===== config.mk =====
export PLATFORM = sky130hd
export DESIGN_NAME = rhht_mem
export DESIGN_NICKNAME = d
export VERILOG_FILES = /design/src/rhht_pkg.sv /design/src/rhht_mem.sv
export SDC_FILE = /design/constraint.sdc
export NUM_CORES = 2
export LEC_CHECK = 0
export BUFFER_PORTS_ARGS = -buffer_cell sky130_fd_sc_hd__buf_2
export CAP_MARGIN = 20
export CORE_AREA = 2 2 544 600
export DETAILED_ROUTE_END_ITERATION = 10
export DIE_AREA = 0 0 546 602
export GPL_TIMING_DRIVEN = 0
export PLACE_DENSITY_LB_ADDON = 0.2
export SLEW_MARGIN = 20
export SYNTH_ARGS = -nofsm -noshare
export SYNTH_HDL_FRONTEND = slang
export SYNTH_MEMORY_MAX_BITS = 65536
export SYNTH_SLANG_ARGS = --single-unit

===== constraint.sdc =====
create_clock -name i_clk -period 18 [get_ports i_clk]
set_input_delay 2.7 -clock i_clk [delete_from_list [all_inputs] [get_ports i_clk]]
set_output_delay 2.7 -clock i_clk [all_outputs]
set_load 0.01 [all_outputs]

===== src/rhht_pkg.sv =====
package rhht_pkg;

    localparam int TABLE_DEPTH = 64;
    localparam int SLOT_BITS   = $clog2(TABLE_DEPTH);
    localparam int DIST_BITS   = 7;
    localparam int KEY_BITS    = 32;
    localparam int COUNT_BITS  = 32;
    localparam int ADD_BITS    = 16;
    localparam int TOTAL_BITS  = 48;
    localparam int LIMIT_BITS  = 7;

    localparam logic [LIMIT_BITS-1:0] LIMIT_RESET = LIMIT_BITS'(44);
    localparam logic [DIST_BITS-1:0]  DEPTH_DIST  = DIST_BITS'(TABLE_DEPTH);

    // command codes
    localparam logic CMD_ADD  = 1'b0;
    localparam logic CMD_READ = 1'b1;

    // result status codes
    localparam logic [1:0] ST_NEW   = 2'd0;
    localparam logic [1:0] ST_MERGE = 2'd1;
    localparam logic [1:0] ST_DROP  = 2'd2;
    localparam logic [1:0] ST_READ  = 2'd3;

    typedef struct packed {
        logic                cmd;
        logic [31:0]         delta_usec;
        logic [ADD_BITS-1:0] add_count;
        logic [5:0]          slot_index;
    } t_in_item;

    typedef struct packed {
        logic [1:0]            status;
        logic                  slot_valid;
        logic [31:0]           slot_key;
        logic [31:0]           slot_count;
        logic [6:0]            slot_distance;
        logic [6:0]            entries_in_use;
        logic [6:0]            longest_probe_seen;
        logic [TOTAL_BITS-1:0] total_samples;
        logic [31:0]           smallest_key;
        logic [31:0]           largest_key;
    } t_out_item;

    typedef struct packed {
        logic [DIST_BITS-1:0]  probe_dist;
        logic [KEY_BITS-1:0]   key;
        logic [COUNT_BITS-1:0] count;
    } t_entry;

    typedef struct packed {
        logic                 rd_en;
        logic [SLOT_BITS-1:0] rd_addr;
        logic                 wr_en;
        logic [SLOT_BITS-1:0] wr_addr;
        t_entry               wr_entry;
    } t_mem_req;

endpackage


===== src/rhht_mem.sv =====
module rhht_mem (
    input  logic                i_clk,
    input  logic                i_rst_n,
    input  rhht_pkg::t_mem_req  i_req,
    output rhht_pkg::t_entry    o_rd_entry
);

    rhht_pkg::t_entry                     r_mem [rhht_pkg::TABLE_DEPTH];
    rhht_pkg::t_entry                     r_rd_entry;
    logic [rhht_pkg::TABLE_DEPTH-1:0]     r_valid;
    logic                                 r_rd_valid;

    // table storage, no reset
    always_ff @(posedge i_clk) begin
        if (i_req.wr_en) begin
            r_mem[i_req.wr_addr] <= i_req.wr_entry;
        end
        if (i_req.rd_en) begin
            r_rd_entry <= r_mem[i_req.rd_addr];
        end
    end

    // per-slot occupied flags, cleared by reset
    always_ff @(posedge i_clk) begin
        if (!i_rst_n) begin
            r_valid    <= '0;
            r_rd_valid <= 1'b0;
        end else begin
            if (i_req.wr_en) begin
                r_valid[i_req.wr_addr] <= 1'b1;
            end
            if (i_req.rd_en) begin
                r_rd_valid <= r_valid[i_req.rd_addr];
            end
        end
    end

    // an empty slot reads as all zero
    assign o_rd_entry = r_rd_valid ? r_rd_entry : '0;

endmodule


; ---- After elaboration in Yosys (flattened, before gate mapping)
; Memories as Yosys holds them, arrays and structs flattened. A register that Yosys moved wholly into a read port is not among the register bits.
; Cells that the tools add are included.
; Widths: inputs -> output; s select.
[word_totals]
mem_bits_rw = 4544
reg_bits = 65
n_memories = 1
[classes]
n_reduce_logical = 1
n_lt_le_gt_ge = 3
muxes = 7
bitwise = 1
[mem_list]
columns = memory, words, width, read_ports, rd_ports_with_merged_regs, write_ports, line_no
row1 = r_mem, 64, 71, 1, 1, 1, rhht_mem.sv:8  ; rhht_pkg::t_entry r_mem [rhht_pkg::TABLE_DEPTH];
[ops]
columns = op, n
row1 = $mux 71, 1
row2 = $or 64x64->64, 1
row3 = $lt 6x7->1 const B, 2
row4 = $bmux 1 s6, 1
row5 = $demux 1 s6, 1
row6 = $ge 6x1->1 const B, 1
row7 = $mux 1, 4
row8 = $logic_and 1x1->1, 1

; ---- Depth between registers and ports, before layout
[logic_depth]
word_depth = 5
depth_mapped = 9
mapped_depth_nobuf = 5

; ---- Worst setup path after synthesis
; No wires, ideal clock.
[synth_timing]
kind = input to register
start = input i_req[77] (netlist bit)
end = memory r_mem[40][0] (netlist bit) (enable)
setup_slack_ns = 9.361
required_ns = 17.410
n_path_buf = 0
setup_ns = 0.590
stages = 3
arrival_time_ns = 8.049
path_cell_list = nor2b_1 -> nand3_1 -> nor3_1
[synth_between]
elab_chain_len = 2
[synth_lines]
columns = item, line_no
row1 = from (decl), rhht_mem.sv:4  ; input rhht_pkg::t_mem_req i_req,
row2 = $mux 1, rhht_mem.sv:15  ; if (i_req.wr_en) begin
row3 = $mux 1 (implied by the code), rhht_mem.sv:16  ; r_mem[i_req.wr_addr] <= i_req.wr_entry;
row4 = to (decl), rhht_mem.sv:8
; No other way between the ends.

==> impl_metrics.csv <==
group,metric,value,unit
sta,slew_headroom,0.1979,
power,p_int,17.81,mW
critical_path,path_cells,"buf_2 -> buf_2 -> clkbuf_1 -> mux4_2 -> mux4_2 -> mux4_2",
grt,grtUsageTotal,0.2823,
die,num_rows,219,
sta,worst_pin_slew,1.203,ns
cells_and_area,fin_cells,12480,
critical_path,max_stage_delay,0.92,ns
yosys,syn-num-nets,6894,
sta,fin_setup_tns,0,ns
clocking,clk_latency,1.00,ns
clocking,cts_post_setup_buffers_inserted,0,
power,clkPwrFrac,0.414,
clocking,cts_tree,"yes",
routing,first_iter_violations,11070,
clocking,cts_made_buffers,443,
power,comb_power_share,0.050,
critical_path,cp_num_buf_inv,3,
place,place_inst,11600,
sta,maxSlewViolCount,0,
routing,wirelength,462.3,mm
grt,antenna_found_initial,44,
critical_path,cp_top_family,"buffers and inverters",
critical_path,path_class,"in -> reg",
cells_and_area,area_growth,16.00,%
hold_path,min_path_type,"reg -> reg",
critical_path,endpoint_kind,"register",
yosys,syn_inst,6807,
routing,firstDrtPassIters,6,
sta,fin_crit,5.702,ns
routing,drcViolationCount,0,
routing,viasPerCell,6.565,
power,max-vdd-ir-drop,0.1162,mV
die,core,322500,µm²
die,die_w,546,µm
power,p_sw_frac,0.2103,
grt,overflow,0,
yosys,synth.cell_area,176800,µm²
die,start_util,0.5483,
clocking,clock-sinks,4680,
yosys,synth_seq_cells,4680,
place,dp_hpwl,315.0,mm
cells_and_area,layout-drive-gt1-share,0.3510,
cells_and_area,layout.nets,7831,
critical_path,arrival,6.39,ns
sta,max_freq,175.4,MHz
die,die_area,328700,µm²
grt,grt_max_degree,65,
clocking,clockRootBuffer,"clkbuf_16",
yosys,syn_avg_cell_area,25.98,µm²
sta,min_period_over_period,0.3168,
grt,grt_pass1_vias,83610,
clocking,htreeDepth,5,
clocking,cts_resized,0,
critical_path,crit_path_start_kind,"input port",
critical_path,required,18.69,ns
yosys,synth_warnings,0,
status,outcome,"finished clean",
sta,setup_viol,0,
grt,grt_pass1_wl,644.6,mm
yosys,synth_cell_type_count,32,
sta,hold_violations,0,
critical_path,cpMostUsedCell,"mux4_2",
sta,rsz0062_at_grt,"no",
routing,routedWlPerCell,37.06,µm
place,gp_congestion,0.7807,
critical_path,critPathMaxFanout,15,
clocking,clkTransAtPathRegs,0.06,ns
yosys,synth_seq_area_share,0.7911,
die,die_h,602,µm
sta,fin_skew,0.05588,ns
clocking,clock_path_buffers,4,
power,p_leak,63.88,nW
routing,vias,81900,
routing,ant_nets,0,
run,maxCapViolCount,0,
power,p_switching,4.742,mW
clocking,hold_buffers,0,
power,cellPowerDensity,110.0,nW/µm²
power,p_seq_frac,0.536,
place,port_buffers,152,
die,ios,158,
critical_path,crit_slowest_cell,"buf_2",
==> flip-flops by register name, summed over array words and instances (netlist names) <==
name and flops:
r_mem 4544, r_rd_entry 71, r_valid 64, r_rd_valid 1
==> final cells by class <==
cell class | count | area [µm²]
fill | 20550 | 117400
multi-input combinational | 1768 | 35930
clock buffer | 541 | 11660
clock inverter | 272 | 2831
buffer | 359 | 1585
antenna | 54 | 135.1
sequential | 4680 | 139900
tap | 4309 | 5391
timing repair buffer | 492 | 7704
==> synth_stat cells, drive strengths merged <==
| cell | n | share of area |
|---|---|---|
| edfxtp | 4615 | 0.78 |
| mux4 | 1503 | 0.19 |
| clkbuf | 204 | 0.0043 |
| buf | 155 | 0.0041 |
| and2 | 71 | 0.0025 |
| dfxtp | 65 | 0.0074 |
| o21a | 64 | 0.0027 |
| nor2 | 63 | 0.0013 |
| nand3 | 10 | 0.00028 |
| nand2b | 7 | 0.00025 |
| nor2b | 7 | 0.00025 |
| mux2i | 6 | 0.00034 |
| nand2 | 5 | 0.00011 |
| a21oi | 4 | 0.00011 |
| nor3 | 4 | 0.00011 |
| and3b | 3 | 0.00015 |
| nand4 | 3 | 0.00011 |
| a22o | 2 | 0.000099 |
| and3 | 2 | 0.000071 |
| mux2 | 2 | 0.00013 |
| o311ai | 2 | 0.000099 |
| o31ai | 2 | 0.000085 |
| or2 | 2 | 0.000071 |
| a31oi | 1 | 0.000035 |
| a41o | 1 | 0.000057 |
| nand3b | 1 | 0.000042 |
| o2111ai | 1 | 0.000050 |
| o211ai | 1 | 0.000042 |
| or3 | 1 | 0.000035 |
==> placed cells by master (no fill, tap or decap), drive strengths merged <==
cell type / n
inv: 18
diode: 54
and3: 2
mux4: 1503
edfxtp: 4615
a22o: 2
or3: 1
nand3: 10
o31ai: 2
or2: 2
a31oi: 1
nand3b: 1
dfxtp: 65
clkinv: 186
nand2: 5
nand4: 3
o21a: 64
nand2b: 7
buf: 640
clkinvlp: 21
clkbuf: 752
a41o: 1
nor2: 63
a21oi: 4
o2111ai: 1
mux2i: 6
o311ai: 2
and3b: 3
mux2: 2
o211ai: 1
nor3: 4
and2: 71
nor2b: 7
bufinv: 47
==> metal layers <==
| layer | GRT usage | part of all wire | wire [µm] | vias to the layer above |
|---|---|---|---|---|
| met5 | 0 | 0.00018 | 81 | - |
| met4 | 0.1064 | 0.039 | 17990 | 12 |
| met3 | 0.05709 | 0.092 | 42670 | 770 |
| met2 | 0.4708 | 0.51 | 235200 | 4766 |
| met1 | 0.3712 | 0.36 | 166400 | 44470 |
| li1 | - | - | - | 31880 |
==> power by group through the flow <==
stage | Clock, mW | Sequential, mW | Combinational, mW
2_1_floorplan | 0 | 12.3 | 0.588
3_3_place_gp | 0 | 12.3 | 1.05
3_5_place_dp | 0 | 12.3 | 1.12
4_1_cts | 9.44 | 12.1 | 1.13
5_1_grt | 9.85 | 12.1 | 1.17
6_report | 9.34 | 12.1 | 1.12
==> worst paths after layout <==
check           startpoint  slack (ns)  depth (start not counted)             end
max              i_req[78]       12.30                          6  r_rd_entry[40]
min            r_valid[46]        0.46                          1     r_valid[46]
max reg2reg  r_mem[23][43]       15.66                          3  r_rd_entry[43]
min reg2reg    r_valid[46]        0.46                          1     r_valid[46]
==> through the flow <==
step	total power [mW]	area [µm²]	hold slack [ns]	setup slack, ns	util
finish	22.55	205100	0.4609	12.30	0.6360
global route	23.11	205000	0.4764	12.26	0.6357
CTS	22.66	204800	0.4633	12.21	0.6350
detailed placement	13.44	190300	0.4497	11.28	0.5901
global placement	13.38	183000	0.4413	1.124	0.5673
floorplan	12.91	176800	0.4352	9.361	-
==> kinds of logic (layout without fill, tap and decap cells) <==
group,after synthesis,after routing,synth area share
compound gates,78,78,0.003297
mux,1511,1511,0.1919
flops,4680,4680,0.7911
buf+inv,359,1664,0.008385
other cells,0,54,0
simple gates,179,179,0.005321
==> worst reg2reg max path: stages, from the launching register on <==
cell and delay, ns:
edfxtp_1 0.41, mux4_2 0.49, mux4_2 0.58, mux4_2 0.58
Note: power is estimated with default switching activity, not from simulation.
