==> config.mk <==
export PLATFORM = sky130hd
export DESIGN_NAME = rhht_outreg
export DESIGN_NICKNAME = d
export VERILOG_FILES = /design/src/rhht_pkg.sv /design/src/rhht_outreg.sv
export SDC_FILE = /design/constraint.sdc
export NUM_CORES = 1
export LEC_CHECK = 0
export BUFFER_PORTS_ARGS = -buffer_cell sky130_fd_sc_hd__buf_4
export CAP_MARGIN = 0
export CORE_AREA = 2 2 158 160
export DETAILED_ROUTE_END_ITERATION = 8
export DIE_AREA = 0 0 160 162
export PLACE_DENSITY = 0.6
export SYNTH_ARGS = -nofsm -noshare
export SYNTH_HDL_FRONTEND = slang
export SYNTH_SLANG_ARGS = --single-unit
==> constraint.sdc <==
create_clock -name i_clk -period 0.8 [get_ports i_clk]
set_input_delay 0.16 -clock i_clk [delete_from_list [all_inputs] [get_ports i_clk]]
set_output_delay 0.16 -clock i_clk [all_outputs]
set_load 0.1 [all_outputs]
==> src/rhht_pkg.sv <==
package rhht_pkg;

    localparam int TABLE_DEPTH = 64;
    localparam int SLOT_BITS   = $clog2(TABLE_DEPTH);
    localparam int DIST_BITS   = 7;
    localparam int KEY_BITS    = 32;
    localparam int COUNT_BITS  = 32;
    localparam int ADD_BITS    = 16;
    localparam int TOTAL_BITS  = 48;
    localparam int LIMIT_BITS  = 7;

    localparam logic [LIMIT_BITS-1:0] LIMIT_RESET = LIMIT_BITS'(44);
    localparam logic [DIST_BITS-1:0]  DEPTH_DIST  = DIST_BITS'(TABLE_DEPTH);

    // command codes
    localparam logic CMD_ADD  = 1'b0;
    localparam logic CMD_READ = 1'b1;

    // result status codes
    localparam logic [1:0] ST_NEW   = 2'd0;
    localparam logic [1:0] ST_MERGE = 2'd1;
    localparam logic [1:0] ST_DROP  = 2'd2;
    localparam logic [1:0] ST_READ  = 2'd3;

    typedef struct packed {
        logic                cmd;
        logic [31:0]         delta_usec;
        logic [ADD_BITS-1:0] add_count;
        logic [5:0]          slot_index;
    } t_in_item;

    typedef struct packed {
        logic [1:0]            status;
        logic                  slot_valid;
        logic [31:0]           slot_key;
        logic [31:0]           slot_count;
        logic [6:0]            slot_distance;
        logic [6:0]            entries_in_use;
        logic [6:0]            longest_probe_seen;
        logic [TOTAL_BITS-1:0] total_samples;
        logic [31:0]           smallest_key;
        logic [31:0]           largest_key;
    } t_out_item;

    typedef struct packed {
        logic [DIST_BITS-1:0]  probe_dist;
        logic [KEY_BITS-1:0]   key;
        logic [COUNT_BITS-1:0] count;
    } t_entry;

    typedef struct packed {
        logic                 rd_en;
        logic [SLOT_BITS-1:0] rd_addr;
        logic                 wr_en;
        logic [SLOT_BITS-1:0] wr_addr;
        t_entry               wr_entry;
    } t_mem_req;

endpackage

==> src/rhht_outreg.sv <==
module rhht_outreg (
    input  logic                 i_clk,
    input  logic                 i_rst_n,
    input  logic                 i_push,
    input  rhht_pkg::t_out_item  i_item,
    output logic                 o_free,
    output logic                 o_valid,
    input  logic                 i_ready,
    output rhht_pkg::t_out_item  o_item
);

    logic                 r_valid, n_valid;
    rhht_pkg::t_out_item  r_item;

    assign o_free  = !r_valid || i_ready;
    assign n_valid = i_push || (r_valid && !i_ready);

    always_ff @(posedge i_clk) begin
        if (!i_rst_n) begin
            r_valid <= 1'b0;
        end else begin
            r_valid <= n_valid;
        end
    end

    always_ff @(posedge i_clk) begin
        if (i_push) begin
            r_item <= i_item;
        end
    end

    assign o_valid = r_valid;
    assign o_item  = r_item;

endmodule

==> impl_results.md, run 1 <==
- Tool error: [ERROR RSZ-0060] Max buffer count reached.
- Yosys cell types: 5
- Area after DPL: 0.00969 mm2
- Hpwl dp: between 10 and 15 mm
- Row count: 57
- Hold Buf Count CTS: approximately 200
- Post-synthesis register bit count: 201
- Outcome: did not finish
- Post-cts resize count: just over 200
- Synth Instances: about 200
- Mapped cell area: just over 0.006 mm2
- Buffers on Ports: slightly above 400
- Yosys warns: 0
- Chip width: ~160 um
- Clock sinks: approximately 200
- Mapped Nets: 408
- Routability Congestion: 0.767
- Root buf cell: clkbuf_16
- IO Count: just over 400
- Clock buffer depth: 3
- Sequential share of the synthesized area: 99.5%
- H-tree depth: 1
- Synth Area per Inst: between 20 and 30 um2
- Starting Density: approximately a quarter
- Total CTS buffers: 22
- Die Ht: around 160 um
- Postcts setup bufs: 1
- Failed at: clock tree synthesis (4_1_cts)
==> stage by stage <==
| step | util [%] | setup TNS, ps | hold WS [ps] | cells | setup slack (ps) |
|---|---|---|---|---|---|
| 2_1_floorplan | - | -53200 | 259 | 204 | -264 |
| 3_3_place_gp | 40.2 | -34420 | 338 | 950 | -204 |
| 3_5_place_dp | 40.2 | -33680 | 339 | 950 | -211 |
==> logic make-up after synthesis <==
group	count (synthesis)	share of synthesized area [%]
buffers and inverters	1	0.0619
flip-flops	201	99.5
AND/OR/NAND/NOR	1	0.227
AO/OA/AOI/OAI	1	0.186
==> Yosys cell counts (all sizes together) <==
library cell,count,area (um2)
edfxtp,200,6010
a21boi,1,11.3
dfxtp,1,20.0
inv,1,3.75
nand2b,1,13.8
==> run 2, diff against run 1 <==
--- a/config.mk
+++ b/config.mk
@@ -7,10 +7,9 @@
 export LEC_CHECK = 0
 export BUFFER_PORTS_ARGS = -buffer_cell sky130_fd_sc_hd__buf_4
 export CAP_MARGIN = 0
-export CORE_AREA = 2 2 158 160
+export CORE_UTILIZATION = 21
 export DETAILED_ROUTE_END_ITERATION = 8
-export DIE_AREA = 0 0 160 162
-export PLACE_DENSITY = 0.6
+export PLACE_DENSITY_LB_ADDON = 0.15
 export SYNTH_ARGS = -nofsm -noshare
 export SYNTH_HDL_FRONTEND = slang
 export SYNTH_SLANG_ARGS = --single-unit
==> run 2 against run 1 <==
  * The flow now finishes, with violations (setup timing)
  * Area after synthesis unchanged
  * Synthesized cell count is the same
==> impl_results.md, run 2 <==
- Top delay family on crit path: flip-flops
- Buffers on Ports: between 400 and 500
- Synth Area per Inst: roughly 30 um2
- Initial antenna violation count: 0
- Final worst slack: -500 ps
- Yosys cell types: 5
- Mapped cell area: slightly above 0.006 mm2
- First-pass GRT wire length: 27.6 mm
- Root buf cell: clkbuf_16
- Share of layout cells above drive strength 1: ~52%
- Hold depth: 2
- N_diodes: 0
- H-tree depth: 1
- Row count: between 60 and 70
- Most numerous cell in the Yosys netlist: edfxtp_1
- Post-synthesis register bit count: about 200
- Reg clk slew, reported paths: around 60 ps
- Failing checks: setup timing
- Largest net degree at the start of global routing: 54
- Commonest cells after routing, fill and taps aside: 212 x buf_4, 202 x dlygate4sd3_1, 200 x edfxtp_1, 197 x buf_6, 23 x clkbuf_16
- Leak pwr: between 5 and 6 nW
- Die area: 0.0295 mm2
- Setup Crit Path Kind: register to output pin
- Top post-synthesis cells by area: edfxtp_1 99%, dfxtp_1 0.33%, nand2b_4 0.23%
- Via/cell ratio: 3.69
- CP Depth: 1
- Drt drc: 0
- Layout area overhead: 119%
- Outcome: finished, violations left
- PwrDens: around 2400 mW/mm2
- DRT Wirelength: between 15 and 20 mm
- Fin. max-slew vios: 0
- Area taken by multi-input logic gates: approximately 25 um2
- Synth top area share: between 90% and 100%
- Critical R2R Capture: o_valid
- Area after DPL: 0.00976 mm2
- CP arrival: 1140 ps
- Clock sinks: between 200 and 250
- Mapped Nets: 408
- Sequential share of the synthesized area: 99.5%
- Yosys warns: 0
- Max_cap viols: 0
- Gate power share: 30.0%
- Routability Congestion: 0.728
- Hpwl dp: between 10 and 15 mm
- Nature of the critical path startpoint: register
- Chip width: around 170 um
- Drt initial violations: between 150 and 200
- Fin crit share: 163%
- Clk_skew: 0 ps
- RSZ-0062 raised after global routing: yes
- IO Count: roughly 410
- Asr flop ratio synth: 0%
- CP max FO: 1
- Slew Limit Headroom: between 80% and 90%
- R2R cell count: 4
- Max FFs per register: 200
- Final setup vio count: roughly 200
- Commonest non-fill, non-tap cell in the layout: buf_4
- Final #Nets: approximately 1100
- Min Tclk post-route: 1300 ps
- Via count: approximately 4600
- Worst-skew pair later-pin latency: roughly 500 ps
- Design area: 0.0133 mm2
- Ys flop type: edfxtp_1
- Synth Instances: ~200
- Post-synth EDFFs: 200
- Clock buffer depth: 3
- Max Fclk: roughly 770 MHz
- P_int: 21.3 mW
- Hold WC Path Type: primary input to register
- Maximum vdd ir drop: about 1.6 mV
- GRT overflow: 0
- Total CTS buffers: 23
- Area leader, netlist: edfxtp_1
- Core Util, Final: 47.3%
- Buf/Inv on CP: 1
- Crit Reg-Reg Startpoint: o_valid
- Final Hold Viols: 0
- Tot Pwr: around 33 mW
- Vias in the first global route: about 5300
- Area taken by flip-flops and latches: between 0.006 and 0.007 mm2
- Clock power share: a little under a third
- Initial DRT Pass Iterations: 4
- CTS tree: yes
- Crit end category: output pin
- Die Ht: between 150 and 200 um
- CP cell instances: buf_6
- CP peak stage delay: 430 ps
- Seq pwr share: between 30% and 40%
- Avg WL per Cell: between 15 and 20 um
- Filler cells: around 2400
- CP Launch Point: o_item[17]
- CP max stage cell: edfxtp_1
- Slew @ Worst Pin: between 200 and 300 ps
- Switch share: between 30% and 40%
- Synth top cells by count: 200 x edfxtp_1, 1 x a21boi_2, 1 x dfxtp_1, 1 x inv_1, 1 x nand2b_4
- Critical Path End: o_item[17]
- Sw power: between 10 and 15 mW
- Core area: 0.0281 mm2
- Req. time, crit path: between 600 and 700 ps
- FF-to-FF setup slack: -20 ps
- Total global-route track usage: ~12%
- DRT antenna net count: 0
- Starting Density: 21.6%
-- run 2: cell type report --
class                           count  area share [%]
Clock inverter                     12           0.800
Tap cell                          378            3.56
Multi-Input combinational cell      2           0.188
Clock buffer                       27            4.44
Sequential cell                   201            45.4
Timing Repair Buffer              624            45.6
Inverter                            1          0.0282
-- run 2: cells by family (layout without fill, tap and decap cells) --
logic type | after synthesis | in the layout | share of synthesized area (%)
AND/OR/NAND/NOR | 1 | 1 | 0.227
buffers and inverters | 1 | 664 | 0.0619
flip-flops | 201 | 201 | 99.5
AO/OA/AOI/OAI | 1 | 1 | 0.186
-- run 2: how the worst min path moves through the flow --
stage          slack, ps    endpoint        from
2_1_floorplan        260   o_item[0]   i_item[0]
3_3_place_gp         340  o_item[37]  i_item[37]
3_5_place_dp         340  o_item[52]  i_item[52]
4_1_cts                8     o_valid     i_ready
5_1_grt              110  o_item[87]      i_push
6_report             110  o_item[87]      i_push
-- run 2: through the flow --
step	worst slack [ps]	std cells	hold WS, ps	setup TNS [ps]
floorplan	-264	204	259	-53200
global placement	-170	1003	338	-25180
detailed placement	-182	1003	339	-28330
CTS	-532	1244	7.54	-96470
global route	-525	1245	109	-98260
finish	-500	1245	115	-88230
-- run 2: routing by layer --
layer  global-route usage [%]  vias up  part of all wire [%]
met5                        0        -                     0
met4                     4.16        0                   3.0
met3                     4.62       34                    10
met2                     23.8      258                    54
met1                     12.0     2169                    32
li1                         -     2134                     -
-- run 2: power groups by stage --
stage	clock network, mW	logic [mW]	registers (mW)
after floorplan	0	0.0275	18.9
after global placement	0	8.41	13.0
after detailed placement	0	8.42	13.0
after CTS	10.3	9.77	12.9
after global routing	10.6	9.99	13.0
final	9.85	9.76	12.9
-- run 2: timing repair --
action                                  in CTS  in global routing
endpoints found under the hold margin      202                  0
pin swaps                                    0                  1
endpoints found under the setup margin     202                202
gates resized for setup                    206                  7
hold buffers                               202                  0
buffers inserted                             0                  1
Note: power is estimated with default switching activity, not from simulation.
==> run 3, diff against run 2 <==
--- a/config.mk
+++ b/config.mk
@@ -10,6 +10,7 @@
 export CORE_UTILIZATION = 21
 export DETAILED_ROUTE_END_ITERATION = 8
 export PLACE_DENSITY_LB_ADDON = 0.15
+export SKIP_CTS_REPAIR_TIMING = 1
 export SYNTH_ARGS = -nofsm -noshare
 export SYNTH_HDL_FRONTEND = slang
 export SYNTH_SLANG_ARGS = --single-unit
==> run 3 against run 2 <==
  * Sequential cell count unchanged
  * Critical path type unchanged
  * Via count rose by 0.30%
  * Clock power is essentially flat
  * Critical endpoint unchanged
  * Largest cell class unchanged
  * The flow still finishes with violations (setup timing)
  * Global-route usage is 1.5 points lower
==> impl_results.md, run 3 (synthesis gave the netlist of run 2 again) <==
- Root buf cell: clkbuf_16
- Clock sinks: between 200 and 250
- Core area: approximately 0.028 mm2
- Die area: between 0.02 and 0.03 mm2
- Drt drc: 0
- CP peak stage delay: about 420 ps
- Initial antenna violation count: 0
- Max Fclk: ~770 MHz
- Crit end category: output pin
- Fin. max-slew vios: 0
- Die Ht: 172 um
- Row count: 61
- Slew Limit Headroom: about 80%
- Layout area overhead: 119%
- Leak pwr: ~5.5 nW
- Failing checks: setup timing
- CP arrival: between 1000 and 1500 ps
- Final setup vio count: around 200
- IO Count: around 400
- Total CTS buffers: 23
- CP cell instances: buf_6
- Hpwl dp: between 10 and 15 mm
- Maximum vdd ir drop: 1.58 mV
- RSZ-0062 raised after global routing: yes
- Avg WL per Cell: around 16 um
- Clock buffer depth: 3
- CTS tree: yes
- Fin crit share: 162%
- First-pass GRT wire length: roughly 24 mm
- Final worst slack: -497 ps
- Buffers on Ports: approximately 410
- Reg clk slew, reported paths: approximately 60 ps
- Via/cell ratio: 3.70
- Initial DRT Pass Iterations: 4
- Max_cap viols: 0
- Min Tclk post-route: around 1300 ps
- Vias in the first global route: about 4200
- Starting Density: approximately 22%
- Clk_skew: 0 ps
- Routability Congestion: between 0.7 and 0.8
- PwrDens: approximately 2500 mW/mm2
- Commonest non-fill, non-tap cell in the layout: buf_4
- Final #Nets: about 1100
- Share of layout cells above drive strength 1: 52.3%
- DRT antenna net count: 0
- DRT Wirelength: around 20 mm
- Fin cells: between 1000 and 1500
- CP max stage cell: edfxtp_1
- Buf/Inv on CP: 1
- Chip width: about 170 um
- Setup Crit Path Kind: register to output pin
- Placed insts: 1003
- GRT overflow: 0
- Largest net degree at the start of global routing: between 50 and 60
- Nature of the critical path startpoint: register
- Design area: about 0.013 mm2
- Drt initial violations: 166
- Core Util, Final: 47.2%
- Worst-skew pair later-pin latency: roughly 500 ps
- Slew @ Worst Pin: slightly below 300 ps
- Max FFs per register: 200
- Top delay family on crit path: flip-flops
- Outcome: finished, violations left
- CP max FO: 1
- Req. time, crit path: ~640 ps
- Total global-route track usage: ~11%
- Via count: about 4600
- Final Hold Viols: 0
- Area after DPL: 0.00976 mm2
- N_diodes: 0
- H-tree depth: 1
- Commonest cells after routing, fill and taps aside: 213 x buf_4, 202 x dlygate4sd3_1, 200 x edfxtp_1, 196 x buf_6, 23 x clkbuf_16
- Hold WC Path Type: primary input to register
[run 3: cell count changes in the layout (fill, tap and decap cells not counted), sizes merged]
cell | before | now
buf | 421 | 420
[run 3: routing by layer]
| layer | wire length [um] | vias to the layer above | global-route usage [%] |
|---|---|---|---|
| met5 | 0 | - | 0 |
| met4 | 480 | 0 | 3.92 |
| met3 | 2120 | 27 | 5.15 |
| met2 | 10700 | 247 | 20.1 |
| met1 | 6360 | 2200 | 10.3 |
| li1 | - | 2135 | - |
[run 3: through the flow]
stage	setup TNS, ps	hold slack, ps	total power, mW	setup slack [ps]
2_1_floorplan	-53200	259	19.0	-264
3_3_place_gp	-25180	338	21.4	-170
3_5_place_dp	-28330	339	21.4	-182
4_1_cts	-103400	-201	31.5	-587
5_1_grt	-98250	34.4	33.6	-525
6_report	-88070	41.7	32.5	-497
[run 3: final timing paths]
kind                                  from  cells after the start    endpoint  slack [ps]
worst max register to register     o_valid                      3     o_valid          60
worst min register to register     o_valid                      3     o_valid         620
worst max-delay path            o_item[17]                      1  o_item[17]        -500
worst min-delay path               i_ready                      4     o_valid          40
[run 3: where the power goes]
part | internal, mW | leakage (nW) | switching [mW]
combinational | 2.87 | 3.17 | 6.87
clock | 5.87 | 0.342 | 3.97
sequential | 12.5 | 1.97 | 0.395
total | 21.3 | 5.48 | 11.2
[run 3: cell type report]
type,count,area (um2)
Fill cell,2444,14800
Timing Repair Buffer,623,6040
Sequential cell,201,6030
Clock buffer,27,591
Tap cell,378,473
Clock inverter,12,106
Multi-Input combinational cell,2,25.0
Inverter,1,3.75
[run 3: worst register-to-register path, delay by kind of cell, from the launching register on]
kind                   cells  cell delay, ps
AND/OR/NAND/NOR            1              70
buffers and inverters      1             130
flip-flops                 1             370
AO/OA/AOI/OAI              1             110
