===== config.mk =====
export PLATFORM = sky130hd
export DESIGN_NAME = rhht_ctrl
export DESIGN_NICKNAME = d
export VERILOG_FILES = /design/src/rhht_pkg.sv /design/src/rhht_ctrl.sv
export SDC_FILE = /design/constraint.sdc
export NUM_CORES = 1
export LEC_CHECK = 0
export BUFFER_PORTS_ARGS = -buffer_cell sky130_fd_sc_hd__buf_2
export CAP_MARGIN = 5
export CORE_MARGIN = 2
export CORE_UTILIZATION = 50
export CTS_CLUSTER_DIAMETER = 100
export CTS_CLUSTER_SIZE = 12
export DETAILED_ROUTE_END_ITERATION = 10
export PLACE_DENSITY = 0.84
export RECOVER_POWER = 25
export SLEW_MARGIN = 20
export SYNTH_ARGS = -nofsm -noshare
export SYNTH_HDL_FRONTEND = slang
export SYNTH_SLANG_ARGS = --single-unit

===== constraint.sdc =====
create_clock -name i_clk -period 24.2 [get_ports i_clk]
set_input_delay 4.84 -clock i_clk [delete_from_list [all_inputs] [get_ports i_clk]]
set_output_delay 4.84 -clock i_clk [all_outputs]
set_load 0.02 [all_outputs]

===== src/rhht_pkg.sv =====
package rhht_pkg;

    localparam int TABLE_DEPTH = 64;
    localparam int SLOT_BITS   = $clog2(TABLE_DEPTH);
    localparam int DIST_BITS   = 7;
    localparam int KEY_BITS    = 32;
    localparam int COUNT_BITS  = 32;
    localparam int ADD_BITS    = 16;
    localparam int TOTAL_BITS  = 48;
    localparam int LIMIT_BITS  = 7;

    localparam logic [LIMIT_BITS-1:0] LIMIT_RESET = LIMIT_BITS'(44);
    localparam logic [DIST_BITS-1:0]  DEPTH_DIST  = DIST_BITS'(TABLE_DEPTH);

    // command codes
    localparam logic CMD_ADD  = 1'b0;
    localparam logic CMD_READ = 1'b1;

    // result status codes
    localparam logic [1:0] ST_NEW   = 2'd0;
    localparam logic [1:0] ST_MERGE = 2'd1;
    localparam logic [1:0] ST_DROP  = 2'd2;
    localparam logic [1:0] ST_READ  = 2'd3;

    typedef struct packed {
        logic                cmd;
        logic [31:0]         delta_usec;
        logic [ADD_BITS-1:0] add_count;
        logic [5:0]          slot_index;
    } t_in_item;

    typedef struct packed {
        logic [1:0]            status;
        logic                  slot_valid;
        logic [31:0]           slot_key;
        logic [31:0]           slot_count;
        logic [6:0]            slot_distance;
        logic [6:0]            entries_in_use;
        logic [6:0]            longest_probe_seen;
        logic [TOTAL_BITS-1:0] total_samples;
        logic [31:0]           smallest_key;
        logic [31:0]           largest_key;
    } t_out_item;

    typedef struct packed {
        logic [DIST_BITS-1:0]  probe_dist;
        logic [KEY_BITS-1:0]   key;
        logic [COUNT_BITS-1:0] count;
    } t_entry;

    typedef struct packed {
        logic                 rd_en;
        logic [SLOT_BITS-1:0] rd_addr;
        logic                 wr_en;
        logic [SLOT_BITS-1:0] wr_addr;
        t_entry               wr_entry;
    } t_mem_req;

endpackage


===== src/rhht_ctrl.sv =====
module rhht_ctrl (
    input  logic                                i_clk,
    input  logic                                i_rst_n,
    input  logic                                i_in_valid,
    output logic                                o_in_ready,
    input  rhht_pkg::t_in_item                  i_in_item,
    input  logic                                i_cfg_valid,
    input  logic [rhht_pkg::LIMIT_BITS-1:0]     i_cfg_data,
    output rhht_pkg::t_mem_req                  o_mem_req,
    input  rhht_pkg::t_entry                    i_rd_entry,
    input  logic                                i_out_free,
    output logic                                o_push,
    output rhht_pkg::t_out_item                 o_out_item
);

    localparam logic S_IDLE = 1'b0;
    localparam logic S_EVAL = 1'b1;

    logic                                 r_state, n_state;
    logic [rhht_pkg::LIMIT_BITS-1:0]      r_limit, n_limit;
    logic [rhht_pkg::DIST_BITS-1:0]       r_occ, n_occ;
    logic [rhht_pkg::DIST_BITS-1:0]       r_maxd, n_maxd;
    logic [rhht_pkg::TOTAL_BITS-1:0]      r_total, n_total;
    logic [rhht_pkg::KEY_BITS-1:0]        r_min, n_min;
    logic [rhht_pkg::KEY_BITS-1:0]        r_max, n_max;

    logic                                 r_cmd, n_cmd;
    logic                                 r_place, n_place;
    logic [rhht_pkg::KEY_BITS-1:0]        r_key, n_key;
    logic [rhht_pkg::ADD_BITS-1:0]        r_add, n_add;
    logic [rhht_pkg::KEY_BITS-1:0]        r_ckey, n_ckey;
    logic [rhht_pkg::COUNT_BITS-1:0]      r_cnt, n_cnt;
    logic [rhht_pkg::DIST_BITS-1:0]       r_d, n_d;
    logic [rhht_pkg::SLOT_BITS-1:0]       r_p, n_p;

    logic                                 q_valid;
    logic                                 key_hit;
    logic                                 shorter;
    logic                                 full;
    logic [rhht_pkg::LIMIT_BITS-1:0]      lim;
    logic [rhht_pkg::COUNT_BITS:0]        cnt_sum;
    logic [rhht_pkg::COUNT_BITS-1:0]      cnt_sat;
    logic [rhht_pkg::TOTAL_BITS:0]        tot_sum;
    logic [rhht_pkg::TOTAL_BITS-1:0]      tot_sat;
    logic [rhht_pkg::SLOT_BITS-1:0]       start_addr;
    logic [rhht_pkg::SLOT_BITS-1:0]       next_p;
    logic [1:0]                           st;
    logic                                 s_valid;
    rhht_pkg::t_entry                     s_entry;

    always_comb begin
        q_valid = (i_rd_entry.probe_dist != '0);
        key_hit = q_valid && (i_rd_entry.key == r_key);
        shorter = (i_rd_entry.probe_dist < r_d);
        lim     = (r_limit < rhht_pkg::DEPTH_DIST) ? r_limit : rhht_pkg::DEPTH_DIST;
        full    = (r_occ >= lim);
        cnt_sum = {1'b0, i_rd_entry.count} + (rhht_pkg::COUNT_BITS+1)'(r_add);
        cnt_sat = cnt_sum[rhht_pkg::COUNT_BITS] ? '1 : cnt_sum[rhht_pkg::COUNT_BITS-1:0];
        tot_sum = {1'b0, r_total} + (rhht_pkg::TOTAL_BITS+1)'(r_add);
        tot_sat = tot_sum[rhht_pkg::TOTAL_BITS] ? '1 : tot_sum[rhht_pkg::TOTAL_BITS-1:0];
        next_p  = r_p + rhht_pkg::SLOT_BITS'(1);
        start_addr = (i_in_item.cmd == rhht_pkg::CMD_READ) ?
                     i_in_item.slot_index[rhht_pkg::SLOT_BITS-1:0] :
                     i_in_item.delta_usec[rhht_pkg::SLOT_BITS-1:0] + rhht_pkg::SLOT_BITS'(1);

        n_state = r_state;
        n_limit = i_cfg_valid ? i_cfg_data : r_limit;
        n_occ   = r_occ;
        n_maxd  = r_maxd;
        n_total = r_total;
        n_min   = r_min;
        n_max   = r_max;
        n_cmd   = r_cmd;
        n_place = r_place;
        n_key   = r_key;
        n_add   = r_add;
        n_ckey  = r_ckey;
        n_cnt   = r_cnt;
        n_d     = r_d;
        n_p     = r_p;
        o_mem_req = '0;
        o_push  = 1'b0;
        st      = rhht_pkg::ST_READ;
        s_valid = 1'b0;
        s_entry = '0;

        case (r_state)
            S_IDLE: begin
                if (i_in_valid) begin
                    n_state = S_EVAL;
                    n_cmd   = i_in_item.cmd;
                    n_key   = i_in_item.delta_usec;
                    n_ckey  = i_in_item.delta_usec;
                    n_add   = i_in_item.add_count;
                    n_cnt   = rhht_pkg::COUNT_BITS'(i_in_item.add_count);
                    n_d     = rhht_pkg::DIST_BITS'(1);
                    n_place = 1'b0;
                    n_p     = start_addr;
                    o_mem_req.rd_en   = 1'b1;
                    o_mem_req.rd_addr = start_addr;
                end
            end
            S_EVAL: begin
                if (i_out_free) begin
                    if (r_cmd == rhht_pkg::CMD_READ) begin
                        o_push  = 1'b1;
                        st      = rhht_pkg::ST_READ;
                        s_valid = q_valid;
                        s_entry = i_rd_entry;
                        n_state = S_IDLE;
                    end else if (!r_place && key_hit) begin
                        // same key found, bump its count
                        o_mem_req.wr_en    = 1'b1;
                        o_mem_req.wr_addr  = r_p;
                        o_mem_req.wr_entry = '{probe_dist: i_rd_entry.probe_dist,
                                               key: i_rd_entry.key, count: cnt_sat};
                        n_total = tot_sat;
                        o_push  = 1'b1;
                        st      = rhht_pkg::ST_MERGE;
                        n_state = S_IDLE;
                    end else if (!r_place && full &&
                                 (!q_valid || shorter || r_d == rhht_pkg::DEPTH_DIST)) begin
                        // key is absent and the table is at its limit
                        o_push  = 1'b1;
                        st      = rhht_pkg::ST_DROP;
                        n_state = S_IDLE;
                    end else if (!q_valid) begin
                        // free slot ends the chain
                        o_mem_req.wr_en    = 1'b1;
                        o_mem_req.wr_addr  = r_p;
                        o_mem_req.wr_entry = '{probe_dist: r_d, key: r_ckey, count: r_cnt};
                        n_occ   = r_occ + rhht_pkg::DIST_BITS'(1);
                        n_maxd  = (r_d > r_maxd) ? r_d : r_maxd;
                        n_total = tot_sat;
                        n_min   = (r_key < r_min) ? r_key : r_min;
                        n_max   = (r_key > r_max) ? r_key : r_max;
                        o_push  = 1'b1;
                        st      = rhht_pkg::ST_NEW;
                        n_state = S_IDLE;
                    end else if (shorter) begin
                        // resident is closer to home: take its slot, carry it on
                        o_mem_req.wr_en    = 1'b1;
                        o_mem_req.wr_addr  = r_p;
                        o_mem_req.wr_entry = '{probe_dist: r_d, key: r_ckey, count: r_cnt};
                        n_maxd  = (r_d > r_maxd) ? r_d : r_maxd;
                        n_ckey  = i_rd_entry.key;
                        n_cnt   = i_rd_entry.count;
                        n_d     = i_rd_entry.probe_dist + rhht_pkg::DIST_BITS'(1);
                        n_place = 1'b1;
                        n_p     = next_p;
                        o_mem_req.rd_en   = 1'b1;
                        o_mem_req.rd_addr = next_p;
                    end else begin
                        n_d     = r_d + rhht_pkg::DIST_BITS'(1);
                        n_p     = next_p;
                        o_mem_req.rd_en   = 1'b1;
                        o_mem_req.rd_addr = next_p;
                    end
                end
            end
            default: begin
                n_state = S_IDLE;
            end
        endcase

        o_out_item.status             = st;
        o_out_item.slot_valid         = s_valid;
        o_out_item.slot_key           = s_entry.key;
        o_out_item.slot_count         = s_entry.count;
        o_out_item.slot_distance      = s_entry.probe_dist;
        o_out_item.entries_in_use     = n_occ;
        o_out_item.longest_probe_seen = n_maxd;
        o_out_item.total_samples      = n_total;
        o_out_item.smallest_key       = n_min;
        o_out_item.largest_key        = n_max;
    end

    assign o_in_ready = (r_state == S_IDLE);

    always_ff @(posedge i_clk) begin
        if (!i_rst_n) begin
            r_state <= S_IDLE;
            r_limit <= rhht_pkg::LIMIT_RESET;
            r_occ   <= '0;
            r_maxd  <= '0;
            r_total <= '0;
            r_min   <= '1;
            r_max   <= '0;
        end else begin
            r_state <= n_state;
            r_limit <= n_limit;
            r_occ   <= n_occ;
            r_maxd  <= n_maxd;
            r_total <= n_total;
            r_min   <= n_min;
            r_max   <= n_max;
        end
    end

    always_ff @(posedge i_clk) begin
        r_cmd   <= n_cmd;
        r_place <= n_place;
        r_key   <= n_key;
        r_add   <= n_add;
        r_ckey  <= n_ckey;
        r_cnt   <= n_cnt;
        r_d     <= n_d;
        r_p     <= n_p;
    end

endmodule


# Yosys cells after proc, flatten, opt, wreduce, memory -nomap -nowiden
# Index checks and enable logic that the tools add are counted.
# W data, S select, Z words.
# word_totals
elab_cells,163
regBits,261
input_bits,138
output_inout_bits,287
# op_classes
muxes,113
add_sub_neg,7
eq_ne,9
order_cmp,6
n_bitwise,1
reduce_logical,12
# ops
op,count
$mux W32,29
$mux W48,7
$mux W78,4
$mux W85,3
$mux W71,3
$mux W7,25
$pmux W32 S2,2
$add A48 B16 Y49,1
$mux W6,7
$add A32 B16 Y33,1
$eq A32 B32 Y1,1
$gt A32 B32 Y1,1
$lt A32 B32 Y1,1
$pmux W7 S2,2
$mux W1,22
$add A7 B1 Y7 const B,3
$add A6 B1 Y6 const B,2
$mux W2,6
$pmux W6 S2,1
$ne A2 B2 Y1 const B,5
$eq A7 B7 Y1 const B,1
$ge A7 B7 Y1,1
$gt A7 B7 Y1,1
$lt A7 B7 Y1,1
11 further kinds,18

# Longest topological paths before layout
# Gate-level depths: netlist of the first run.
# depth
word_depth,10
depth_mapped,13

# Least setup slack after synthesis of the first run
# OpenSTA, ideal clock, no wires.
# synth_timing
path_kind,input -> output
startpoint,input port i_rd_entry[0] (netlist name)
endpoint,output port o_mem_req[24] (netlist name)
path_stages,9
n_path_buf,0
arrival_ns,7.503
slack_ns,11.857
t_required_ns,19.360
cell_sequence,ha_1 > fa_1 > a211oi_1 > o21ai_0 > a32o_1 > o221ai_1 > a21oi_1 > and3_1 > o31ai_1
# synth_lines
item,line,source
start: declaration,rhht_ctrl.sv:10,"input rhht_pkg::t_entry i_rd_entry,"
end: declaration,rhht_ctrl.sv:9,"output rhht_pkg::t_mem_req o_mem_req,"

==> summary.md, run 1 <==
| Metric | Value |
|---|---|
| FF+latch count, synth | around 260 |
| Worst Max-Slew Pin Slew | 3.82 ns |
| # hold bufs at CTS | 0 |
| CP required | between 15 and 20 ns |
| Post-layout min period | roughly 13 ns |
| Synth Area per Inst | 9.15 um^2 |
| Routed len/inst | between 20 and 25 um |
| # setup viols final | 0 |
| Post-CTS Setup Repair Bufs | 0 |
| Cell Pwr Density | ~51 nW/um^2 |
| Final setup TNS | 0 ns |
| CP Capture Type | output port |
| Design Area, Final | around 20000 um^2 |
| DIE WIDTH | approximately 190 um |
| Fin nets | around 2.5k |
| Initial antenna violation count | 4 |
| Dominant cells by area after synthesis | edfxtp_1 (22%), dfxtp_1 (15%), ha_1 (8.5%) |
| Iter 0 DRT Violations | between 1.5k and 2k |
| CTS buffer count | 25 |
| Switching power total | between 0.3 and 0.4 mW |
| Initial core utilization | 0.507 |
| Post-route ant nets | 0 |
| Syn Nets | about 2.2k |
| Detailed-router iteration count before antenna repair | 6 |
| Core area | 34500 um^2 |
| Vias in the first global route | approximately 16k |
| Clk_lat worst skew | between 0.5 and 0.6 ns |
| Fraction of layout cells with a size suffix above 1 | 0.213 |
| Clock share of power | 0.347 |
| Violated checks | capacitance limit, slew limit |
| Leakage | a little under 9 nW |
| DP HPWL | approximately 46 mm |
| Max IR drop VDD | roughly 0.053 mV |
| Area grow syn2layout | 17.3% |
| Slew Limit Fails | 210 |
| Number of hold violations in the final report | 0 |
| Worst slew margin | -1.55 |
| Gate Count Post-Synth | between 1.5k and 2k |
| Max Cap Viol | 3 |
| Largest net degree at the start of global routing | 87 |
| Placed inst area | roughly 20000 um^2 |
| Most used DFF post-synth | dfxtp_1 |
| Slowest stage delay, CP | 0.71 ns |
| Root Driver | clkbuf_16 |
| CP Launch Type | input port |
| RSZ-0062 raised after global routing | false |
| Sequential share of the synthesized area | 0.372 |
| Clock transition at the registers of the reported paths | approximately 0.06 ns |
| Cell Area, Synth | 17500 um^2 |
| Maximum clock path buffer count | 3 |
| Clock skew | about 0.018 ns |
| Drt drc | 0 |
| Total GRT Usage | 0.328 |
| Htree depth | 1 |
| Internal Power | approximately 0.75 mW |
| Full die area | around 36000 um^2 |
| RePlAce Congestion | ~0.98 |
| # IOs | roughly 430 |
| Total gr overflow | 0 |
| Combinational Power Share | 0.171 |
| CTS tree | done |
| Vias per cell | around 6.3 |
| Flop pwr share | 0.481 |
| Post-Route WL | ~62 mm |
| Worst hold-check path type | register to register |
| Max Fclk | between 70 and 80 MHz |
| Post-cts sizing count | 0 |
| Utilization after layout | 0.595 |
| Synth cell types | 74 |
| Outcome | complete, but fails checks |
| Largest area contributor in the netlist | edfxtp_1 |
| Critical-path cell list | buf_2 -> nor4_1 -> and2_1 -> o2111a_1 -> and2_1 -> buf_4 -> o211a_1 -> buf_4 -> o21ai_0 -> buf_2 |
| First-pass GRT wire length | 93.2 mm |
| Post-synth top area share | 0.218 |
| IO Port Bufs | about 420 |
| Via count | ~17k |
| Asr flop ratio synth | 0 |
| Number of core rows | 68 |
| Clk sink count | approximately 260 |
| CP arrival | 8.45 ns |
| CP max FO | 37 |
| Switching Share | 0.293 |
| Syn. warnings | 0 |
| CP Class | input port to output port |
| Number of synthesized flops with an enable pin | around 130 |
| Final Cycle Share | 0.549 |
| Die height | between 150 and 200 um |
| Slowest-stage cell, CP | o211a_1 |
## cell type report
cell class | instances | area, um^2
repair buffers | 444 | 2170
multi-input cells | 1427 | 10100
clock inverters | 2 | 13.8
well taps | 455 | 569
diodes | 3 | 7.51
flip-flops and latches | 261 | 6500
inverters | 108 | 408
clock buffers | 42 | 689
fillers | 3052 | 14000
## cells in the final DEF (no fill, tap or decap), drive strengths merged, types with 82 or more instances in the layout
| cell | Yosys | final |
|---|---|---|
| inv | 108 | 108 |
| and2 | 149 | 149 |
| mux2 | 82 | 82 |
| nand2 | 104 | 104 |
| edfxtp | 127 | 127 |
| buf | 11 | 347 |
| clkbuf | 103 | 139 |
| o21ai | 86 | 86 |
| nor2 | 107 | 107 |
| ha | 119 | 119 |
| a21oi | 87 | 87 |
| dfxtp | 134 | 134 |
## worst max-delay path, delay by kind of cell
family	cells	cell delay, ns
buf+inv	4	1.10
compound gates	3	1.57
simple gates	3	0.91
## kinds of logic after synthesis
family	count (synthesis)	share of synthesized area
fa+ha+maj	121	0.0875
buf+inv	222	0.0491
mux	99	0.0626
compound gates	510	0.201
simple gates	616	0.187
xor+xnor	81	0.0406
flops	261	0.372
## registers in the layout, indices dropped and copies added, names as in the netlist, 6 cells and up
| register | cells |
|---|---|
| r_occ | 7 |
| r_key | 32 |
| r_p | 6 |
| r_limit | 7 |
| r_min | 32 |
| r_d | 7 |
| r_max | 32 |
| r_add | 16 |
| r_cnt | 32 |
| r_ckey | 32 |
| r_maxd | 7 |
| r_total | 48 |
## metrics by stage
step           instances  hold WS [ns]  power [mW]  setup slack [ns]
5_1_grt             2740         0.530        1.09             10.66
2_1_floorplan       1910         0.406       0.622             11.86
3_5_place_dp        2694         0.477       0.693             10.95
6_report            2742         0.501        1.05             10.91
4_1_cts             2738         0.500        1.05             10.95
3_3_place_gp        2694         0.471       0.689             11.07
## path summary, 6_finish.rpt
check	start	end	slack, ns	depth (start not counted)
max	i_rd_entry[68]	o_out_item[43]	10.91	10
min	r_limit[2]$_SDFFE_PN1P_	r_limit[2]$_SDFFE_PN1P_	0.50	2
max reg2reg	r_state$_SDFF_PN0_	r_key[4]$_DFFE_PP_	17.83	4
min reg2reg	r_limit[2]$_SDFFE_PN1P_	r_limit[2]$_SDFFE_PN1P_	0.50	2
## power groups by stage
stage | clock, mW | sequential, mW | combinational, mW
after global placement | 0 | 0.515 | 0.173
final | 0.366 | 0.508 | 0.181
after floorplan | 0 | 0.506 | 0.116
after global routing | 0.385 | 0.509 | 0.196
after detailed placement | 0 | 0.516 | 0.177
after CTS | 0.370 | 0.507 | 0.179
## synth_stat cells, drive strengths merged, types with 7 or more instances
cell     instances
a22oi           42
or4             14
a21boi           7
edfxtp         127
o21ai           86
a21oi           87
nor4            20
nor2           107
a31oi           37
o22a             9
a221oi          10
nand4           38
xor2            48
o2111ai         36
and4             9
nand2b          12
a21o            20
inv            108
o221a            9
ha             119
o21a            14
buf             11
nand3           66
dfxtp          134
clkbuf         103
and2           149
o211ai          41
mux2            82
a211oi          41
nor3            41
nand2          104
mux2i           17
o22ai            8
and3            29
xnor2           33
o31ai           14
nor2b            8
## layer usage
metal	part of all wire	GRT usage	vias to the layer above
met2	0.47	0.558	1068
met5	0.00021	0	-
met1	0.39	0.407	8220
met3	0.088	0.0494	179
li1	-	-	7868
met4	0.052	0.157	2
No activity file was read; power rests on OpenSTA's default activity.
==> inputs of run 2 (changes only) <==
==> constraint.sdc (replaced) <==
create_clock -name i_clk -period 12.36 [get_ports i_clk]
set_input_delay 2.472 -clock i_clk [delete_from_list [all_inputs] [get_ports i_clk]]
set_output_delay 2.472 -clock i_clk [all_outputs]
set_load 0.02 [all_outputs]
==> run 2 against run 1 <==
  * The run still ends with capacitance limit, slew limit left
  * Final area grew 0.44%
  * Combinational power grew 96%
  * Wire length shrank 0.87%
  * Sequential power grew 96%
  * First-iteration DRC count shrank 11%
  * Largest cell class unchanged
==> summary.md, run 2 (synthesis results as in run 1) <==
| Metric | Value |
|---|---|
| Outcome | complete, but fails checks |
| Violated checks | capacitance limit, slew limit |
| First-pass GRT wire length | about 92 mm |
| Post-cts sizing count | 0 |
| Post-route ant nets | 0 |
| Cell Pwr Density | 101 nW/um^2 |
| CP arrival | about 7.6 ns |
| Max Cap Viol | 3 |
| Reg with most FFs | r_total |
| Placed inst area | approximately 20000 um^2 |
| Via count | between 15k and 20k |
| Die height | ~190 um |
| Clock skew | ~0.013 ns |
| Maximum clock path buffer count | 3 |
| # setup viols final | 0 |
| Initial antenna violation count | 5 |
| Fraction of layout cells with a size suffix above 1 | 0.237 |
| Largest net degree at the start of global routing | 95 |
| CTS buffer count | 25 |
| CP required | a little under 10 ns |
| Clk_lat worst skew | between 0.5 and 0.6 ns |
| Design Area, Final | 20600 um^2 |
| Total GRT Usage | 0.322 |
| CP Class | register to output port |
| Max reg flops | 48 |
| IO Port Bufs | ~420 |
| Post-layout min period | about 10 ns |
| Clk sink count | 261 |
| # hold bufs at CTS | 0 |
| Iter 0 DRT Violations | 1472 |
| Worst Max-Slew Pin Slew | roughly 4.4 ns |
| Leakage | about 9.1 nW |
| Fin nets | about 2.5k |
| RSZ-0062 raised after global routing | false |
| DP HPWL | about 45 mm |
| Clock transition at the registers of the reported paths | approximately 0.07 ns |
| Area grow syn2layout | 17.8% |
| Worst hold-check path type | register to register |
| Full die area | between 30000 and 40000 um^2 |
| Worst slew margin | -1.90 |
| Root Driver | clkbuf_16 |
| Final Cycle Share | 0.816 |
| Post-CTS Setup Repair Bufs | 0 |
| CP Capture Type | output port |
| Vias in the first global route | ~16k |
| Post-Route WL | between 60 and 70 mm |
| Max IR drop VDD | 0.114 mV |
| Initial core utilization | 0.507 |
| Routed len/inst | around 23 um |
| Htree depth | 1 |
| CP Launch Type | register |
| Number of core rows | 68 |
| Detailed-router iteration count before antenna repair | 5 |
| Most common cell after layout, fill and taps aside | buf_2 |
| DIE WIDTH | ~190 um |
| RePlAce Congestion | approximately 0.96 |
| Final setup TNS | 0 ns |
| CP max FO | 71 |
| Drt drc | 0 |
| # IOs | approximately 430 |
| CTS tree | done |
| Total gr overflow | 0 |
| Slew Limit Fails | approximately 220 |
| Core area | 34500 um^2 |
| Number of hold violations in the final report | 0 |
| Most frequent cells in the layout | buf_2 (385), and2_1 (141), dfxtp_1 (134) |
| Vias per cell | ~6.3 |
| Max Fclk | around 100 MHz |
## run 2: cell count changes in the layout (fill, tap and decap cells not counted)
cell	delta
buf_2	+56
clkbuf_1	-55
and2_0	+7
and2_1	-7
buf_4	+1
diode_2	-1
inv_1	+1
inv_16	+1
inv_2	-1
inv_6	-1
## run 2: area by class of cell
class / instances / area [um^2]
antenna: 2 / 5.00
fill: 3028 / 13900
inverter: 108 / 408
multi-input combinational: 1427 / 10100
clock inverter: 2 / 25.0
sequential: 261 / 6500
tap: 455 / 569
timing repair buffer: 445 / 2240
clock buffer: 43 / 693
## run 2: per-layer routing
| layer | GRT usage | share of wire | vias to the layer above |
|---|---|---|---|
| li1 | - | - | 7868 |
| met1 | 0.399 | 0.38 | 8282 |
| met2 | 0.559 | 0.49 | 918 |
| met3 | 0.0558 | 0.093 | 138 |
| met4 | 0.120 | 0.038 | 6 |
| met5 | 0 | 0.00066 | - |
## run 2: final timing paths
check / slack, ns / cells after the start / from / end
worst max-delay path: 2.28 / 6 / r_state$_SDFF_PN0_ / o_mem_req[79]
worst min register to register: 0.48 / 2 / r_limit[2]$_SDFFE_PN1P_ / r_limit[2]$_SDFFE_PN1P_
worst max register to register: 5.22 / 4 / r_state$_SDFF_PN0_ / r_key[9]$_DFFE_PP_
worst min-delay path: 0.48 / 2 / r_limit[2]$_SDFFE_PN1P_ / r_limit[2]$_SDFFE_PN1P_
## run 2: metrics by stage
step                      total power, mW  hold WS, ns  std cells   util  worst slack [ns]
after detailed placement             1.36        0.466       2695  0.577              3.89
final                                2.08        0.483       2743  0.597              2.28
after CTS                            2.08        0.483       2740  0.598              3.88
after global placement               1.35        0.462       2695  0.577              4.03
after global routing                 2.15        0.518       2742  0.597              1.93
after floorplan                      1.22        0.406       1910      -              3.44
## run 2: where the power goes
part / switching (mW) / internal (mW)
registers: 0.0409 / 0.954
logic: 0.224 / 0.131
clock network: 0.349 / 0.382
total: 0.614 / 1.47
## run 2: worst max-delay path, stage by stage (launching register included)
cell and delay [ns]:
dfxtp_1 2.70, inv_1 1.31, nand2_1 0.71, clkinv_1 0.15
clkbuf_1 1.37, o2bb2ai_1 0.55, buf_2 0.20
